--- src/hw/rtl/plsps_pkg.sv ---
// Shared types and constants for the printer link serial slave.
package plsps_pkg;

  localparam logic [15:0] TimeoutReset = 16'd500;
  localparam logic [7:0]  BusyReset    = 8'd20;
  localparam logic [7:0]  DevIdReset   = 8'h81;
  localparam logic [15:0] SyncWord     = 16'h8833;
  localparam int          QueueDepth   = 2;

  localparam logic [7:0] CmdInit    = 8'h01;
  localparam logic [7:0] CmdPrint   = 8'h02;
  localparam logic [7:0] CmdData    = 8'h04;
  localparam logic [7:0] CmdBreak   = 8'h08;
  localparam logic [7:0] CmdInquiry = 8'h0F;

  localparam logic [15:0] StBusy   = 16'h0002;
  localparam logic [15:0] StFull   = 16'h0004;
  localparam logic [15:0] StUnproc = 16'h0008;

  localparam logic [1:0] CfgTimeout = 2'd0;
  localparam logic [1:0] CfgBusy    = 2'd1;
  localparam logic [1:0] CfgDevId   = 2'd2;

  typedef enum logic [1:0] {
    MODE_RESET = 2'd0,
    MODE_8     = 2'd1,
    MODE_16BE  = 2'd2,
    MODE_16LE  = 2'd3
  } word_mode_t;

  typedef enum logic [2:0] {
    STG_CMD   = 3'd0,
    STG_LEN   = 3'd1,
    STG_PAY   = 3'd2,
    STG_CSUM  = 3'd3,
    STG_DUMMY = 3'd4
  } stage_t;

  typedef enum logic [2:0] {
    EV_NONE    = 3'd0,
    EV_INIT    = 3'd1,
    EV_PRINT   = 3'd2,
    EV_DATA    = 3'd3,
    EV_DATAEND = 3'd4,
    EV_BREAK   = 3'd5,
    EV_INQUIRY = 3'd6
  } event_t;

  typedef struct packed {
    logic        kind;
    logic        sclk_level;
    logic        sout_bit;
    logic [15:0] tick_ms;
  } in_item_t;

  typedef struct packed {
    logic       sin_out;
    logic       byte_valid;
    logic [7:0] byte_value;
    logic [2:0] packet_event;
    logic       timed_out;
    logic       last;
  } out_item_t;

  // One processed request: up to four bytes plus the shared fields.
  typedef struct packed {
    logic [2:0]  n_bytes;
    logic [31:0] bytes;
    logic        sin_out;
    logic [2:0]  packet_event;
    logic        timed_out;
  } burst_t;

endpackage

--- src/hw/rtl/plsps_front.sv ---
// Front part: runs the link state machine once per request and queues the burst.
module plsps_front (
  input  logic                clk,
  input  logic                rst_n,
  input  logic                in_valid,
  output logic                in_stall,
  input  plsps_pkg::in_item_t in_data,
  input  logic                cfg_valid,
  output logic                cfg_ready,
  input  logic [1:0]          cfg_index,
  input  logic [15:0]         cfg_data,
  output logic                q_valid,
  input  logic                q_pop,
  output plsps_pkg::burst_t   q_data
);
  localparam int D = plsps_pkg::QueueDepth;
  localparam int AW = (D > 1) ? $clog2(D) : 1;

  logic [15:0] tlim_r, tleft_r, pre_r, mask_r, rx_r, tx_r, plen_r, pidx_r, stat_r;
  logic [7:0]  busyq_r, cmd_r, comp_r, busyc_r;
  logic [1:0]  untr_r;
  logic [2:0]  datac_r;
  logic        synced_r, sin_r;
  plsps_pkg::word_mode_t mode_r;
  plsps_pkg::stage_t     stg_r;

  logic [15:0] tlim_nxt, tleft_nxt, pre_nxt, mask_nxt, rx_nxt, tx_nxt, plen_nxt;
  logic [15:0] pidx_nxt, stat_nxt;
  logic [7:0]  busyq_nxt, cmd_nxt, comp_nxt, busyc_nxt;
  logic [1:0]  untr_nxt;
  logic [2:0]  datac_nxt;
  logic        synced_nxt, sin_nxt;
  plsps_pkg::word_mode_t mode_nxt;
  plsps_pkg::stage_t     stg_nxt;
  plsps_pkg::burst_t     b;

  plsps_pkg::burst_t q_mem [D];
  logic [AW-1:0] wp_r, rp_r;
  logic [AW:0]   cnt_r;
  logic          acc;

  assign in_stall  = (cnt_r == (AW+1)'(D));
  assign cfg_ready = 1'b1;
  assign acc       = in_valid && !in_stall;
  assign q_valid   = (cnt_r != '0);
  assign q_data    = q_mem[rp_r];

  always_comb begin
    logic        done;
    logic [15:0] w, pl, sw;
    logic [15:0] st_tx;
    logic [2:0]  n;
    logic        do_start;
    plsps_pkg::word_mode_t smode;
    tlim_nxt = tlim_r; tleft_nxt = tleft_r; pre_nxt = pre_r; mask_nxt = mask_r;
    rx_nxt = rx_r; tx_nxt = tx_r; plen_nxt = plen_r; pidx_nxt = pidx_r;
    stat_nxt = stat_r; busyq_nxt = busyq_r; cmd_nxt = cmd_r; comp_nxt = comp_r;
    busyc_nxt = busyc_r; untr_nxt = untr_r; datac_nxt = datac_r;
    synced_nxt = synced_r; sin_nxt = sin_r; mode_nxt = mode_r; stg_nxt = stg_r;
    b = '0; done = 1'b0; w = '0; pl = '0; sw = '0; n = '0;
    do_start = 1'b0; smode = plsps_pkg::MODE_RESET; st_tx = '0;
    if (cfg_valid) begin
      case (cfg_index)
        plsps_pkg::CfgTimeout: tlim_nxt = cfg_data;
        plsps_pkg::CfgBusy:    busyq_nxt = cfg_data[7:0];
        plsps_pkg::CfgDevId:   stat_nxt = {cfg_data[7:0], stat_r[7:0]};
        default: ;
      endcase
    end
    if (acc) begin
      if (in_data.kind) begin
        if (tleft_r != '0) begin
          tleft_nxt = (tleft_r > in_data.tick_ms) ? tleft_r - in_data.tick_ms : '0;
          if (tleft_nxt == '0) begin
            synced_nxt = 1'b0; rx_nxt = '0; tx_nxt = '0; sin_nxt = 1'b0;
            mask_nxt = '0; stat_nxt = {stat_r[15:8], 8'h00};
            b.timed_out = 1'b1;
          end
        end
      end else if (!synced_r) begin
        if (in_data.sclk_level) begin
          if ((pre_r | {15'd0, in_data.sout_bit}) != plsps_pkg::SyncWord) begin
            pre_nxt = (pre_r | {15'd0, in_data.sout_bit}) << 1;
          end else begin
            stg_nxt = plsps_pkg::STG_CMD; pre_nxt = '0; synced_nxt = 1'b1;
            do_start = 1'b1; smode = plsps_pkg::MODE_16BE;
          end
        end
      end else begin
        done = 1'b1;
        if (mask_r != '0) begin
          if (in_data.sclk_level) begin
            if (in_data.sout_bit) rx_nxt = rx_r | mask_r;
            mask_nxt = mask_r >> 1;
            done = (mask_nxt == '0);
          end else begin
            sin_nxt = (mask_r & tx_r) != '0;
            done = 1'b0;
          end
        end
        if (done) begin
          w = rx_nxt;
          sw = stat_nxt;
          if (stg_r == plsps_pkg::STG_CMD) begin
            b.bytes[31:16] = plsps_pkg::SyncWord; n = 3'd2;
          end
          if (mode_r == plsps_pkg::MODE_8) begin
            b.bytes[31 - 8*n -: 8] = w[7:0]; n = n + 3'd1;
          end else if (mode_r != plsps_pkg::MODE_RESET) begin
            if (stg_r == plsps_pkg::STG_DUMMY) w = tx_r;
            b.bytes[31 - 8*n -: 8] = w[15:8];
            b.bytes[23 - 8*n -: 8] = w[7:0]; n = n + 3'd2;
          end
          b.n_bytes = n;
          tleft_nxt = tlim_r;
          do_start = 1'b1;
          case (stg_r)
            plsps_pkg::STG_CMD: begin
              cmd_nxt = rx_nxt[15:8]; comp_nxt = rx_nxt[7:0];
              stg_nxt = plsps_pkg::STG_LEN; smode = plsps_pkg::MODE_16LE;
            end
            plsps_pkg::STG_LEN: begin
              pl = (mode_r == plsps_pkg::MODE_16LE) ? {rx_nxt[7:0], rx_nxt[15:8]} : rx_nxt;
              pidx_nxt = '0;
              if (cmd_r == plsps_pkg::CmdData && pl != '0) begin
                stg_nxt = plsps_pkg::STG_PAY; smode = plsps_pkg::MODE_8;
              end else if (cmd_r == plsps_pkg::CmdPrint) begin
                stg_nxt = plsps_pkg::STG_PAY; smode = plsps_pkg::MODE_8;
                if (pl > 16'd4) pl = 16'd4;
              end else begin
                stg_nxt = plsps_pkg::STG_CSUM; smode = plsps_pkg::MODE_16LE;
              end
              plen_nxt = pl;
            end
            plsps_pkg::STG_PAY: begin
              pidx_nxt = pidx_r + 16'd1;
              if (pidx_nxt >= plen_r) begin
                stg_nxt = plsps_pkg::STG_CSUM; smode = plsps_pkg::MODE_16LE;
              end else begin
                smode = plsps_pkg::MODE_8;
              end
            end
            plsps_pkg::STG_CSUM: begin
              case (cmd_r)
                plsps_pkg::CmdInit: begin
                  datac_nxt = 3'd6; untr_nxt = '0; busyc_nxt = '0;
                  sw = sw & ~(plsps_pkg::StFull | plsps_pkg::StBusy);
                end
                plsps_pkg::CmdPrint: busyc_nxt = busyq_r;
                plsps_pkg::CmdData:  untr_nxt = 2'd3;
                plsps_pkg::CmdBreak: begin
                  sw = (sw & ~16'h00F9) | plsps_pkg::StFull | plsps_pkg::StBusy;
                end
                plsps_pkg::CmdInquiry: begin
                  if (untr_r != '0) begin
                    untr_nxt = untr_r - 2'd1;
                    if (untr_nxt == '0) begin
                      sw = sw & ~plsps_pkg::StUnproc;
                      if (busyc_r != '0) sw = sw | plsps_pkg::StBusy | plsps_pkg::StFull;
                    end
                  end else if (busyc_r != '0) begin
                    busyc_nxt = busyc_r - 8'd1;
                    if (busyc_nxt == '0) sw = sw & ~plsps_pkg::StBusy;
                  end
                end
                default: ;
              endcase
              stat_nxt = sw;
              stg_nxt = plsps_pkg::STG_DUMMY; smode = plsps_pkg::MODE_16BE;
              st_tx = sw;
            end
            plsps_pkg::STG_DUMMY: begin
              case (cmd_r)
                plsps_pkg::CmdInit:  b.packet_event = plsps_pkg::EV_INIT;
                plsps_pkg::CmdPrint: b.packet_event = plsps_pkg::EV_PRINT;
                plsps_pkg::CmdData: begin
                  if (datac_r != '0) datac_nxt = datac_r - 3'd1;
                  sw = sw & ~(plsps_pkg::StFull | plsps_pkg::StUnproc);
                  if (plen_r == '0) sw = sw | plsps_pkg::StFull;
                  b.packet_event = (plen_r != '0) ? plsps_pkg::EV_DATA
                                                  : plsps_pkg::EV_DATAEND;
                end
                plsps_pkg::CmdBreak: b.packet_event = plsps_pkg::EV_BREAK;
                plsps_pkg::CmdInquiry: begin
                  sw = sw & ~plsps_pkg::StUnproc;
                  if (untr_r == '0 && busyc_r == '0) sw = sw & ~plsps_pkg::StFull;
                  b.packet_event = plsps_pkg::EV_INQUIRY;
                end
                default: ;
              endcase
              stat_nxt = sw;
              stg_nxt = plsps_pkg::STG_CMD; smode = plsps_pkg::MODE_RESET;
            end
            default: begin
              stg_nxt = plsps_pkg::STG_CMD; smode = plsps_pkg::MODE_RESET;
            end
          endcase
        end
      end
      if (do_start) begin
        rx_nxt = '0; mode_nxt = smode;
        case (smode)
          plsps_pkg::MODE_RESET: begin
            mask_nxt = '0; sin_nxt = 1'b0; tx_nxt = 16'hFFFF; synced_nxt = 1'b0;
          end
          plsps_pkg::MODE_8:    begin mask_nxt = 16'h0080; tx_nxt = st_tx; end
          plsps_pkg::MODE_16BE: begin mask_nxt = 16'h8000; tx_nxt = st_tx; end
          default: begin mask_nxt = 16'h8000; tx_nxt = {st_tx[7:0], st_tx[15:8]}; end
        endcase
      end
      b.sin_out = sin_nxt;
    end
  end

  always_ff @(posedge clk) begin
    if (!rst_n) begin
      tlim_r <= plsps_pkg::TimeoutReset; busyq_r <= plsps_pkg::BusyReset;
      stat_r <= {plsps_pkg::DevIdReset, 8'h00};
      tleft_r <= '0; pre_r <= '0; mask_r <= '0; rx_r <= '0; tx_r <= '0;
      plen_r <= '0; pidx_r <= '0; cmd_r <= '0; comp_r <= '0; busyc_r <= '0;
      untr_r <= '0; datac_r <= '0; synced_r <= 1'b0; sin_r <= 1'b0;
      mode_r <= plsps_pkg::MODE_RESET; stg_r <= plsps_pkg::STG_CMD;
      wp_r <= '0; rp_r <= '0; cnt_r <= '0;
    end else begin
      tlim_r <= tlim_nxt; busyq_r <= busyq_nxt; stat_r <= stat_nxt;
      tleft_r <= tleft_nxt; pre_r <= pre_nxt; mask_r <= mask_nxt; rx_r <= rx_nxt;
      tx_r <= tx_nxt; plen_r <= plen_nxt; pidx_r <= pidx_nxt; cmd_r <= cmd_nxt;
      comp_r <= comp_nxt; busyc_r <= busyc_nxt; untr_r <= untr_nxt;
      datac_r <= datac_nxt; synced_r <= synced_nxt; sin_r <= sin_nxt;
      mode_r <= mode_nxt; stg_r <= stg_nxt;
      if (acc) wp_r <= (wp_r == AW'(D-1)) ? '0 : wp_r + 1'b1;
      if (q_pop) rp_r <= (rp_r == AW'(D-1)) ? '0 : rp_r + 1'b1;
      cnt_r <= cnt_r + (AW+1)'(acc) - (AW+1)'(q_pop);
    end
  end

  always_ff @(posedge clk) begin
    if (acc) q_mem[wp_r] <= b;
  end
endmodule

--- src/hw/rtl/plsps_back.sv ---
// Back part: unrolls each queued burst into result items.
module plsps_back (
  input  logic                 clk,
  input  logic                 rst_n,
  input  logic                 q_valid,
  output logic                 q_pop,
  input  plsps_pkg::burst_t    q_data,
  output logic                 out_valid,
  input  logic                 out_stall,
  output plsps_pkg::out_item_t out_data
);
  logic [1:0] idx_r, idx_nxt;
  logic       fin;
  logic       nb;
  logic [2:0] cnt;

  assign nb  = (q_data.n_bytes != '0);
  assign cnt = nb ? q_data.n_bytes : 3'd1;
  assign fin = ({1'b0, idx_r} == cnt - 3'd1);
  assign out_valid = q_valid;
  assign q_pop = q_valid && !out_stall && fin;

  always_comb begin
    out_data = '0;
    out_data.sin_out    = q_data.sin_out;
    out_data.byte_valid = nb;
    out_data.byte_value = nb ? q_data.bytes[31 - 8*idx_r -: 8] : 8'h00;
    out_data.packet_event = fin ? q_data.packet_event : plsps_pkg::EV_NONE;
    out_data.timed_out  = q_data.timed_out;
    out_data.last       = fin;
    idx_nxt = idx_r;
    if (q_valid && !out_stall) idx_nxt = fin ? 2'd0 : idx_r + 2'd1;
  end

  always_ff @(posedge clk) begin
    if (!rst_n) idx_r <= '0;
    else idx_r <= idx_nxt;
  end
endmodule

--- src/hw/rtl/printer_link_serial_packet_slave.sv ---
// Top level of the printer link serial packet slave.
// A request's burst is registered into a two-entry queue, one request per cycle
// while in_stall is low; its first result is offered when it reaches the head.
// The back end gives one result per cycle unless out_stall, 1 to 4 per request.
// Reset: synchronous active-low rst_n restores registers and empties the queue.
module printer_link_serial_packet_slave (
  input  logic                 clk,
  input  logic                 rst_n,
  input  logic                 in_valid,
  output logic                 in_stall,
  input  plsps_pkg::in_item_t  in_data,
  output logic                 out_valid,
  input  logic                 out_stall,
  output plsps_pkg::out_item_t out_data,
  input  logic                 cfg_valid,
  output logic                 cfg_ready,
  input  logic [1:0]           cfg_index,
  input  logic [15:0]          cfg_data
);
  logic q_valid, q_pop;
  plsps_pkg::burst_t q_data;

  plsps_front u_front (
    .clk, .rst_n, .in_valid, .in_stall, .in_data, .cfg_valid, .cfg_ready,
    .cfg_index, .cfg_data, .q_valid, .q_pop, .q_data
  );

  plsps_back u_back (
    .clk, .rst_n, .q_valid, .q_pop, .q_data, .out_valid, .out_stall, .out_data
  );

`ifndef SYNTHESIS
  a_last_pops: assert property (@(posedge clk) disable iff (!rst_n)
    q_pop |-> out_data.last) else $error("queue popped before last result");
  a_event_last: assert property (@(posedge clk) disable iff (!rst_n)
    (out_valid && out_data.packet_event != plsps_pkg::EV_NONE) |-> out_data.last)
    else $error("event on non-final result");
  a_tout_nobyte: assert property (@(posedge clk) disable iff (!rst_n)
    (out_valid && out_data.timed_out) |-> !out_data.byte_valid)
    else $error("timeout result carries a byte");
`endif
endmodule
--- config.mk ---
export PLATFORM = sky130hd
export DESIGN_NAME = printer_link_serial_packet_slave
export DESIGN_NICKNAME = d
export VERILOG_FILES = /design/src/hw/rtl/plsps_pkg.sv /design/src/hw/rtl/plsps_front.sv /design/src/hw/rtl/plsps_back.sv /design/src/hw/rtl/printer_link_serial_packet_slave.sv
export SDC_FILE = /design/constraint.sdc
export NUM_CORES = 1
export LEC_CHECK = 0
export BUFFER_PORTS_ARGS = -buffer_cell sky130_fd_sc_hd__buf_2
export CAP_MARGIN = 20
export CORE_ASPECT_RATIO = 1.75
export CORE_MARGIN = 1.5
export CORE_UTILIZATION = 67
export DETAILED_ROUTE_END_ITERATION = 8
export PLACE_DENSITY_LB_ADDON = 0.15
export SYNTH_ARGS = -nofsm -noshare
export SYNTH_HDL_FRONTEND = slang
export SYNTH_SLANG_ARGS = --single-unit
--- constraint.sdc ---
create_clock -name clk -period 12.1 [get_ports clk]
set_input_delay 1.21 -clock clk [delete_from_list [all_inputs] [get_ports clk]]
set_output_delay 1.21 -clock clk [all_outputs]
set_load 0.05 [all_outputs]
# Yosys cells after proc, flatten, opt, wreduce, memory -nomap -nowiden
# Memory sizes are Yosys's and may differ from the RTL's. A register that Yosys moved wholly into a read port is not among the register bits.
# Cells that the tools add are included.
# totals
input_bits	42
regBits	183
out_inout_bits	18
mem_bits_rw	80
mem_count	1
# op_classes
mux	148
add_sub_neg	17
order_cmp	3
bitwise	5
eq_ne	28
reduce_logical	54
n_shift	6
# mem_list
memory	words	word_bits	read_ports	rd_ports_with_merged_regs	wr	line	text
u_front.q_mem	2	40	1	1	1	plsps_front.sv:37	plsps_pkg::burst_t q_mem [D];
# ops
operator	n
two-way mux 16 bit	50
indexed part select 8 x 34 -> 39 bit	3
two-way mux 35 bit	3
bitwise mux 32 bit	3
case mux 16 bit (2 select lines)	3
nonzero test 16 bit	5
variable shift 8 x 34 -> 39 bit (first input constant)	2
negator 32 -> 34 bit	2
two-way mux 3 bit	22
two-way mux 32 bit	2
logical NOT 16 bit	3
case mux 8 bit (3 select lines)	2
two-way mux 40 bit	1
two-way mux 8 bit	5
indexed part select 39 x 33 -> 8 bit	1
two-way mux 1 bit	35
two-way mux 2 bit	14
nonzero test 2 bit	10
nonzero test 3 bit	6
adder 16 x 1 -> 16 bit (second input constant)	1
AND 16 bit	1
equality test 8 x 4 -> 1 bit (second input constant)	2
>= comparator 16 bit	1
greater-than comparator 16 bit	1
other kinds (51)	83

# Depth between registers and ports, before layout
# logic_depth
word_depth	23
mapped_depth	22

# Cells and area by module
# From an unflattened synthesis, not the netlist that was laid out.
# hier_totals
cells_unflattened	1653
hier_area_um2	14552.7
# modules_own_cells
mod	seq_area_each_um2	cells_each	area_per_inst_um2	n_inst
plsps_front	6025.8	1601	14054.7	1
plsps_back	40.0	52	498.0	1

# Worst setup path before layout
# No wires, ideal clock.
# synth_timing
path_kind	register to register
startpoint	register u_front.pidx_r[0]
endpoint	register u_front.tx_r[15]
path_buffers	1
required_ns	11.983
setup_slack_ns	7.664
arrival_ns	4.319
synth_period_minus_slack_ns	4.436
path_stages_with_launch	23
path_cell_list	dfxtp_1 -> ha_1 -> and3_1 -> and3_1 -> and3_1 -> and3_1 -> and3_1 -> nand3_1 -> xnor2_1 -> ha_1 -> a21oi_1 -> nor2b_1 -> or4_1 -> a21oi_1 -> o21ai_0 -> a31oi_1 -> or2_2 -> ha_1 -> and2_1 -> clkbuf_1 -> a21oi_1 -> o21ai_0 -> a22o_1
# synth_between
elab_chain_len	12
elab_cells_between_ends	14
classes_between	add/sub: 1; order compare: 1; eq/ne: 2; mux: 8; reduce/logical: 2
# synth_rtl
element	line	text
from (decl)	plsps_front.sv:19	logic [15:0] tlim_r, tleft_r, pre_r, mask_r, rx_r, tx_r, plen_r, pidx_r, stat_r;
from (signal assigned)	plsps_front.sv:227	tx_r <= tx_nxt; plen_r <= plen_nxt; pidx_r <= pidx_nxt; cmd_r <= cmd_nxt;
adder 16 x 1 -> 16 bit (*)	plsps_front.sv:136	pidx_nxt = pidx_r + 16'd1;
>= comparator 16 bit (*)	plsps_front.sv:137	if (pidx_nxt >= plen_r) begin
two-way mux 2 bit (*)	plsps_front.sv:137	
case mux 2 bit (4 select lines) (*)	plsps_front.sv:117	case (stg_r)
two-way mux 2 bit (*)	plsps_front.sv:101	if (done) begin
two-way mux 2 bit (*)	plsps_front.sv:80	end else if (!synced_r) begin
two-way mux 2 bit (*)	plsps_front.sv:71	if (in_data.kind) begin
two-way mux 2 bit (*)	plsps_front.sv:70	if (acc) begin
equality test 2 x 1 -> 1 bit or equality test 2 bit (tied branches)	plsps_front.sv:202	case (smode)
OR reduction 2 bit (no source line)	n/a	
case mux 16 bit (2 select lines) (*)	plsps_front.sv:202	
two-way mux 16 bit (*)	plsps_front.sv:200	if (do_start) begin
to (signal assigned)	plsps_front.sv:227	
to (decl)	plsps_front.sv:19	
# Mark *: on every way between the ends. The rest lies on a longest branch, timed or not. The select of a mux whose other input is x is not followed.
# A chain may end at the register's enable or synchronous reset.

==> impl_table.tex <==
\begin{tabular}{lr}
\hline
Metric & Value \\
\hline
\multicolumn{2}{l}{\textbf{Place}} \\
\quad Final weighted congestion in routability-driven placement & 1.03 \\
\quad Post-place setup slack & 6990 ps \\
\quad Post-detail-place hpwl & 28,900 um \\
\quad IO buf count & 58 \\
\multicolumn{2}{l}{\textbf{Synthesis}} \\
\quad Most common library cells after synthesis & nor2\_1 (188), dfxtp\_1 (183), nand2\_1 (142), a21oi\_1 (122), o21ai\_0 (81) \\
\quad Most used standard cell by instance count after synthesis & nor2\_1 \\
\quad Number of nets produced by synthesis & 1,614 \\
\quad Sequential-to-total area share from yosys stat & 0.439 \\
\quad Number of unique standard cell types used by synthesis & 81 \\
\quad Gate count of the mapped netlist & 1,526 \\
\quad Area of the mapped netlist & 13,800 sq um \\
\quad Area share of the largest cell type after synthesis & 0.265 \\
\quad Primary flip-flop cell chosen by synthesis mapping & dfxtp\_1 \\
\quad Cell taking the most area after synthesis & dfxtp\_1 \\
\quad Synth top area cells & dfxtp\_1 (27\%), edfxtp\_1 (17\%), nor2\_1 (5.1\%) \\
\quad Seq cells post-synth & 263 \\
\quad Fraction of registers with async set/reset & 0 \\
\quad Count of warnings emitted by yosys & 0 \\
\quad Number of enable flip-flop cells after synthesis & 80 \\
\quad Mean post-synth cell area & 9.06 sq um \\
\multicolumn{2}{l}{\textbf{Final layout}} \\
\quad Antenna cell count & 0 \\
\quad Number of filler cells placed in the layout & 1,540 \\
\quad Share of the core filled with cells in the final layout & 0.739 \\
\quad Area used by multi-input combinational logic & 7190 sq um \\
\quad Proportion of layout cells with a drive suffix above 1 & 0.110 \\
\quad Area Growth Syn to Fin & 8.44\% \\
\quad Final layout net count & 1,616 \\
\quad Sequential standard cell area & 6070 sq um \\
\multicolumn{2}{l}{\textbf{CTS}} \\
\quad TritonCTS buffer count & 24 \\
\quad Longest Clk Path Bufs & 3 \\
\quad Clock net sink count & 263 \\
\quad Number of buffers inserted for hold repair after clock tree synthesis & 0 \\
\quad Count of buffers added by post-CTS timing repair for setup & 0 \\
\quad Insertion delay of the later-clocked pin in the worst-skew pair & 530 ps \\
\quad H-tree depth & 1 \\
\quad CTS tree & done \\
\quad Clock transition at path regs & 60 ps \\
\quad Number of resized instances in the post-cts repair step & 0 \\
\quad Master cell of the clock root buffer & clkbuf\_16 \\
\multicolumn{2}{l}{\textbf{Die}} \\
\quad Vert. Die Dim & 193 um \\
\quad Floorplan die area & 21,500 sq um \\
\quad Effective utilization at floorplan & 0.681 \\
\quad Core Rows & 69 \\
\quad Standard cell core area & 20,300 sq um \\
\quad DIE WIDTH & 112 um \\
\quad Number of placed I/O pins & 60 \\
\multicolumn{2}{l}{\textbf{STA}} \\
\quad Actual slew at the worst max-slew pin & 1210 ps \\
\quad Final hold violation count & 0 \\
\quad Period Utilization, post-route & 0.429 \\
\quad Count of final setup violators & 0 \\
\quad Remaining max-slew budget at the tightest pin & 0.194 \\
\quad Post-Route Skew & 16.4 ps \\
\quad TNS Setup & 0 ps \\
\quad Maximum clock rate & 193 MHz \\
\quad Number of max-slew violations in the final report & 0 \\
\quad Post-layout minimum cycle time & 5190 ps \\
\quad Final worst slack & 6910 ps \\
\quad Unrepaired setup endpoints after global routing & false \\
\multicolumn{2}{l}{\textbf{Routing}} \\
\quad Routed length per placed instance & 22.0 um \\
\quad \# DRC & 0 \\
\quad Vias post-DR & 11,900 \\
\quad DR vias/cell & 6.64 \\
\quad First-pass DRT Iterations & 5 \\
\quad Number of antenna-violating nets in the routed design & 0 \\
\quad Sum of routed wire length over all layers & 39,500 um \\
\quad Initial DRC count & 1,091 \\
\multicolumn{2}{l}{\textbf{Min path}} \\
\quad Worst min-delay path class & reg2reg \\
\multicolumn{2}{l}{\textbf{Worst setup path}} \\
\quad Critical-path maximum fanout & 17 \\
\quad Data arrival at the endpoint of the critical path & 5430 ps \\
\quad Kind of cell with the highest combined delay on the critical path & simple AND/OR/NAND/NOR gates \\
\quad Ordered list of cells on the worst path & ha\_1, and3\_1, and3\_1, and3\_1, and3\_1, and3\_1, nand3\_1, xnor2\_1, ha\_1, a21oi\_1, nor2b\_1, or4\_1, a21oi\_1, o21ai\_0, a31oi\_1, or2\_2, ha\_1, nand2\_1, and3\_1, o21bai\_1 \\
\quad CP Launch Type & flip-flop \\
\quad Worst endpoint required time & 12,340 ps \\
\quad Critical path's most frequent cell & and3\_1 \\
\quad Buffers \& Inverters on Critical Path & 0 \\
\quad Critical path class & reg2reg \\
\quad Critical Path End Type & flip-flop \\
\quad Maximum single-stage delay on the critical path & 530 ps \\
\quad Critical Path Slowest Stage Cell & ha\_1 \\
\multicolumn{2}{l}{\textbf{GRT}} \\
\quad GR met2 Demand/Resource & 0.672 \\
\quad Met1 Usage GRT & 0.375 \\
\quad Most utilized layer in the global route result & met2 \\
\quad Wire length of the first global-routing pass & 61,400 um \\
\quad Global Route Usage Sum & 0.362 \\
\quad Vias in the first global route & 11,500 \\
\quad Pin count of the biggest net entering global routing & 60 \\
\quad M3 GR Usage & 0.0428 \\
\quad Remaining Overflow, GRT & 0 \\
\quad Number of antenna violations at the first check in global routing & 0 \\
\multicolumn{2}{l}{\textbf{Power}} \\
\quad Power density normalized to cell area & 160 nW/um\^{}2 \\
\quad Peak supply drop & 0.000183 V \\
\quad Leakage power & 5.81 nW \\
\multicolumn{2}{l}{\textbf{Job}} \\
\quad Number of maximum-capacitance violations & 0 \\
\multicolumn{2}{l}{\textbf{Status}} \\
\quad Result of the run & complete, no violations \\
\hline
\end{tabular}
layout by cell type, fill, tap and decap left out, drive strengths merged, types with 10 or more instances in the layout:
| cell | count |
|---|---|
| nand2 | 143 |
| nand2b | 13 |
| nand3b | 17 |
| mux2i | 37 |
| inv | 56 |
| nor2 | 188 |
| a22o | 31 |
| a21o | 18 |
| a31oi | 11 |
| nand3 | 38 |
| nor4 | 15 |
| edfxtp | 80 |
| o21ai | 84 |
| o22ai | 19 |
| o2bb2ai | 16 |
| nor3 | 19 |
| a211oi | 26 |
| ha | 45 |
| nand4 | 16 |
| a21oi | 126 |
| buf | 71 |
| and3 | 25 |
| clkbuf | 26 |
| mux2 | 12 |
| xor2 | 16 |
| mux4 | 16 |
| a22oi | 27 |
| o211ai | 12 |
| clkinv | 13 |
| dfxtp | 183 |
| and2 | 10 |
| xnor2 | 18 |
| or2 | 14 |
cell type report:
class                           count  share of cell area
Multi-Input combinational cell   1110               0.480
Sequential cell                   263               0.405
Clock buffer                       26              0.0406
Timing Repair Buffer               71              0.0267
Tap cell                          248              0.0207
Inverter                           58              0.0146
Clock inverter                     17              0.0129
path summary, 6_finish.rpt:
path / start / to / slack, ps / cells past startpoint
setup / recovery: u_front.pidx_r[0] / u_front.q_mem[1][4] / 6910 / 20
hold / removal: u_front.stat_r[9] / u_front.stat_r[9] / 460 / 2
setup reg to reg: u_front.pidx_r[0] / u_front.q_mem[1][4] / 6910 / 20
hold reg to reg: u_front.stat_r[9] / u_front.stat_r[9] / 460 / 2
worst reg2reg max path, delay by kind of cell (launching register included):
family	cells	cell delay [ps]
adders and majority gates	3	1080
AOI/OAI and AO/OA	5	830
and+or+nand+nor	11	2370
DFF	1	420
xor gates and xnor gates	1	220
metrics by stage:
stage | cell area, sq um | total power, mW | cells | hold WS, ps
after floorplan | 13800 | 1.48 | 1526 | 431
after global placement | 14200 | 1.61 | 1749 | 439
after detailed placement | 14200 | 1.63 | 1750 | 443
after CTS | 15000 | 2.40 | 1793 | 455
after global routing | 15000 | 2.49 | 1793 | 477
final | 15000 | 2.40 | 1793 | 456
routing by layer:
layer	part of all wire	wire length [um]	vias up
li1	-	-	5570
met1	0.34	13500	5651
met2	0.52	20400	513
met3	0.055	2150	169
met4	0.086	3380	0
met5	0	0	-
kinds of logic after synthesis:
family,share of synthesized area
flip-flops,0.439
AND/OR/NAND/NOR,0.189
AO/OA/AOI/OAI,0.202
XOR/XNOR,0.0215
multiplexers,0.0626
adder cells (fa/ha/maj),0.0422
other,0.000271
buffers and inverters,0.0435
sequential cells by signal (all words and copies together) (netlist names), named ones only:
signal / flops
u_front.mode_r: 2
u_front.rx_r: 16
u_front.pre_r: 15
u_front.untr_r: 2
u_front.tleft_r: 16
u_front.q_mem: 80
u_front.rp_r: 1
u_front.plen_r: 16
u_front.busyc_r: 8
u_front.wp_r: 1
u_front.busyq_r: 8
u_front.cmd_r: 8
u_front.tx_r: 16
u_front.stat_r: 16
u_front.tlim_r: 16
u_front.sin_r: 1
u_front.mask_r: 16
u_front.synced_r: 1
u_front.stg_r: 3
u_front.cnt_r: 2
u_back.idx_r: 2
u_front.pidx_r: 16
power by group:
| group | internal (mW) | switching (mW) |
|---|---|---|
| sequential | 0.987 | 0.0477 |
| clock | 0.449 | 0.334 |
| combinational | 0.194 | 0.390 |
Power figures use the tool's default switching activity.
